## config.mk

```make
export PLATFORM = sky130hd
export DESIGN_NAME = bce_mul
export DESIGN_NICKNAME = d
export VERILOG_FILES = /design/src/design/binary_cross_entropy_loss_defines.svh /design/src/design/bce_mul.sv
export SDC_FILE = /design/constraint.sdc
export NUM_CORES = 2
export LEC_CHECK = 0
export BUFFER_PORTS_ARGS = -buffer_cell sky130_fd_sc_hd__buf_4
export CAP_MARGIN = 20
export CORE_UTILIZATION = 36
export DETAILED_ROUTE_END_ITERATION = 8
export PLACE_DENSITY_LB_ADDON = 0.3
export SLEW_MARGIN = 20
export SYNTH_ARGS = -nofsm -noshare
export SYNTH_HDL_FRONTEND = slang
export SYNTH_SLANG_ARGS = --single-unit
export TNS_END_PERCENT = 100
```

## constraint.sdc

```tcl
create_clock -name vclk -period 13.5
set_input_delay 2.025 -clock vclk [all_inputs]
set_output_delay 2.025 -clock vclk [all_outputs]
set_load 0.05 [all_outputs]
```

## src/design/binary_cross_entropy_loss_defines.svh

```systemverilog
// Assertion macros shared by the binary cross-entropy loss block.
// Depends on nothing; included by files that carry assertions.
`ifndef BINARY_CROSS_ENTROPY_LOSS_DEFINES_SVH
`define BINARY_CROSS_ENTROPY_LOSS_DEFINES_SVH

// Same-cycle implication under synchronous active-low reset.
`define BCE_ASSERT_NOW(name, clk, rst_n, ante, cons) \
  name: assert property (@(posedge clk) disable iff (!rst_n) (ante) |-> (cons)) \
    else $error("bce assertion failed");

// Next-cycle implication under synchronous active-low reset.
`define BCE_ASSERT_NEXT(name, clk, rst_n, ante, cons) \
  name: assert property (@(posedge clk) disable iff (!rst_n) (ante) |=> (cons)) \
    else $error("bce assertion failed");

`endif

```

## src/design/bce_mul.sv

```systemverilog
// Shared 32x32 unsigned multiplier used by the squaring, ln2, weighting and scaling steps.
// Depends on nothing; the caller registers the product.
`timescale 1ns / 1ps
module bce_mul (
  input  logic [31:0] mul_a,
  input  logic [31:0] mul_b,
  output logic [63:0] mul_p
);
  // Full-width product.
  assign mul_p = {32'b0, mul_a} * {32'b0, mul_b};
endmodule

```

==> impl_metrics.tcl <==
set metrics [dict create \
    wire_per_inst_um 19.5 \
    fin_crit_sh_pct 91.0 \
    synth_area_mm2 0.0333 \
    max_slew_margin_pct 23.9 \
    drive_above_1_share_pct 4.40 \
    rows 111 \
    vias_per_cell 4.93 \
    min_period_ns 12.28 \
    synth_top_cell_area_share_pct 53.8 \
    initial_core_util_pct 36.4 \
    synthAdderAreaFrac_pct 63.7 \
    status "complete, no violations" \
    grt_pass1_vias 25500 \
    vias 23700 \
    postCtsSetupBuffers 0 \
    synth_cell_types 56 \
    synth_top_area_cell "fa_1" \
    fmax_mhz 81.4 \
    synth_seq_area_share_pct 0 \
    avgSynthCellArea_um2 9.02 \
    die-area_mm2 0.0938 \
    path_class "in -> out" \
    seq_area_um2 0 \
    synth.top_cells.by_area "fa_1 54%, and2_1 11%, ha_1 9.9%" \
    setup_viol 0 \
    yosysWarnings 0 \
    hp-class "in -> out" \
    synthMuxAreaShare_pct 0 \
    syn_nets 4920 \
    holdBufCountCts 0 \
    detail-route-antenna-nets 0 \
    syn_inst 3697 \
    grt_pass1_wl_mm 152 \
    crit_required_ns 11.48 \
    die_w_um 306 \
    worstMarginPinSlew_ns 1.13 \
    rsz0062_at_grt "no" \
    boundaryPins 128 \
    finalNetCount 4840 \
    die_h_um 306 \
    synth_compound_area_share_pct 4.23 \
    finalHoldViolations 0 \
    crit_fanout 32 \
    post_cts_resized 0 \
    fin_setup_tns_ns 0 \
    first_iter_violations 1462 \
    first_pass_iters 6 \
    drc 0 \
    clkbuf_count 0 \
    track_usage_pct 20.8 \
    grt_max_degree 33 \
    syn_to_final_growth_pct 5.11 \
    endpoint_kind "primary output" \
    gr-total-overflow 0 \
    multi_input_area_mm2 0.0292 \
    io_buffers 128 \
    core_area_mm2 0.0917 \
    drt-total-wl_mm 93.5 \
    gp_congestion 0.870 \
    seq_cells 0 \
    antenna_found_initial 6 \
    num_antenna_cells 0 \
    cp.arrival_ns 10.25 \
    synthXorXnorAreaFrac_pct 1.66 \
    yosys.area_share.simple_pct 18.1 \
    cap_violations 0 \
    filler_cell_count 9332 \
    synth_top_family_by_area "adder cells" \
    crit_path_start_kind "input pin" \
    slew_viol_final 0 \
    dpl.hpwl_mm 79.2 \
]
==> Yosys cell counts, drive strengths merged, types with 2 or more instances <==
cell type	n
o21ba	2
o211ai	5
o31ai	2
a21boi	5
o221ai	4
o41ai	3
a211o	3
nor2b	5
nor2	31
a21oi	81
inv	869
o21bai	14
and3	5
and2	599
a221oi	5
ha	263
o21a	5
nor3	5
nor3b	2
fa	896
o21ai	47
a211oi	4
xor2	25
buf	7
nand2	484
nand2b	3
a21o	19
a31oi	7
nand3	7
clkbuf	214
nand4	25
xnor2	38
==> metal layers <==
metal	vias to the layer above	share of wire, %	wire length [um]	global-route usage [%]
met5	-	0.094	88	0
met4	12	0.92	862	1.90
met3	60	9.1	8470	4.64
met2	711	45	42500	32.9
met1	12400	44	41500	30.1
li1	10500	-	-	-
==> cell families (layout without fill, tap and decap cells) <==
group	count (synthesis)	count (layout)
XOR/XNOR	63	63
AND/OR/NAND/NOR	1171	1171
AO/OA/AOI/OAI	214	214
buffers and inverters	1090	1008
adder cells (fa/ha/maj)	1159	1159
==> per-stage QoR <==
stage / setup WS, ns / util (%) / cells / hold WS, ns / area (um2)
floorplan: 2.24 / - / 3697 / 4.35 / 33300
global placement: 1.30 / 38.2 / 4801 / 4.64 / 35000
detailed placement: 1.23 / 38.2 / 4801 / 4.65 / 35000
CTS: 1.17 / 38.2 / 4801 / 4.65 / 35000
global route: 0.816 / 38.2 / 4801 / 4.66 / 35000
finish: 1.22 / 38.2 / 4801 / 4.63 / 35000
==> worst paths after layout <==
check | startpoint | slack (ns) | cells after the start | to
setup / recovery | mul_b[9] | 1.22 | 23 | mul_p[50]
hold / removal | mul_a[0] | 4.63 | 3 | mul_p[0]
==> critical path, cell delays in order <==
cell	delay, ns
buf_4	0.37
and2_1	0.23
fa_1	0.46
fa_1	0.55
inv_1	0.06
fa_1	0.44
fa_1	0.55
inv_1	0.06
fa_1	0.59
fa_1	0.47
fa_1	0.53
fa_1	0.42
ha_1	0.58
nand4_1	0.46
nor2_1	0.20
nand2_1	0.24
o221ai_1	0.32
a21oi_1	0.26
o41ai_2	0.51
a21boi_0	0.20
o21ba_2	0.23
xnor2_1	0.23
buf_4	0.25
==> layout make-up <==
class / count / share of cell area [%]
multi-input cells: 2607 / 83.5
inverters: 869 / 9.31
well taps: 1186 / 4.24
repair buffers: 139 / 2.98
==> cell usage in the layout, fill, tap and decap left out, types with 2 or more instances in the layout <==
master	Yosys	layout
o21bai_1	14	14
ha_1	263	263
and2_1	599	599
nor3_1	5	5
nand3_1	7	7
a21oi_1	81	81
xor2_1	25	25
o21a_1	4	4
o21ai_0	46	45
a31oi_1	5	5
o221ai_1	4	4
a211oi_1	3	3
nand2_1	484	484
nand2b_1	3	3
buf_4	0	139
o21ba_2	2	2
a21o_1	19	19
nor2b_1	5	5
inv_1	869	869
nor3b_1	2	2
o21ai_1	1	2
xnor2_1	38	38
o211ai_2	2	2
a221oi_2	3	3
o211ai_1	3	3
a211o_1	3	3
nor2_1	31	31
fa_1	896	896
a21boi_0	5	5
nand4_1	24	24
and3_1	5	5
a221oi_1	2	2
Power is left out: the tool's default activity adds up to more than one toggle a clock period on the data nets, which glitch-free logic cannot reach.
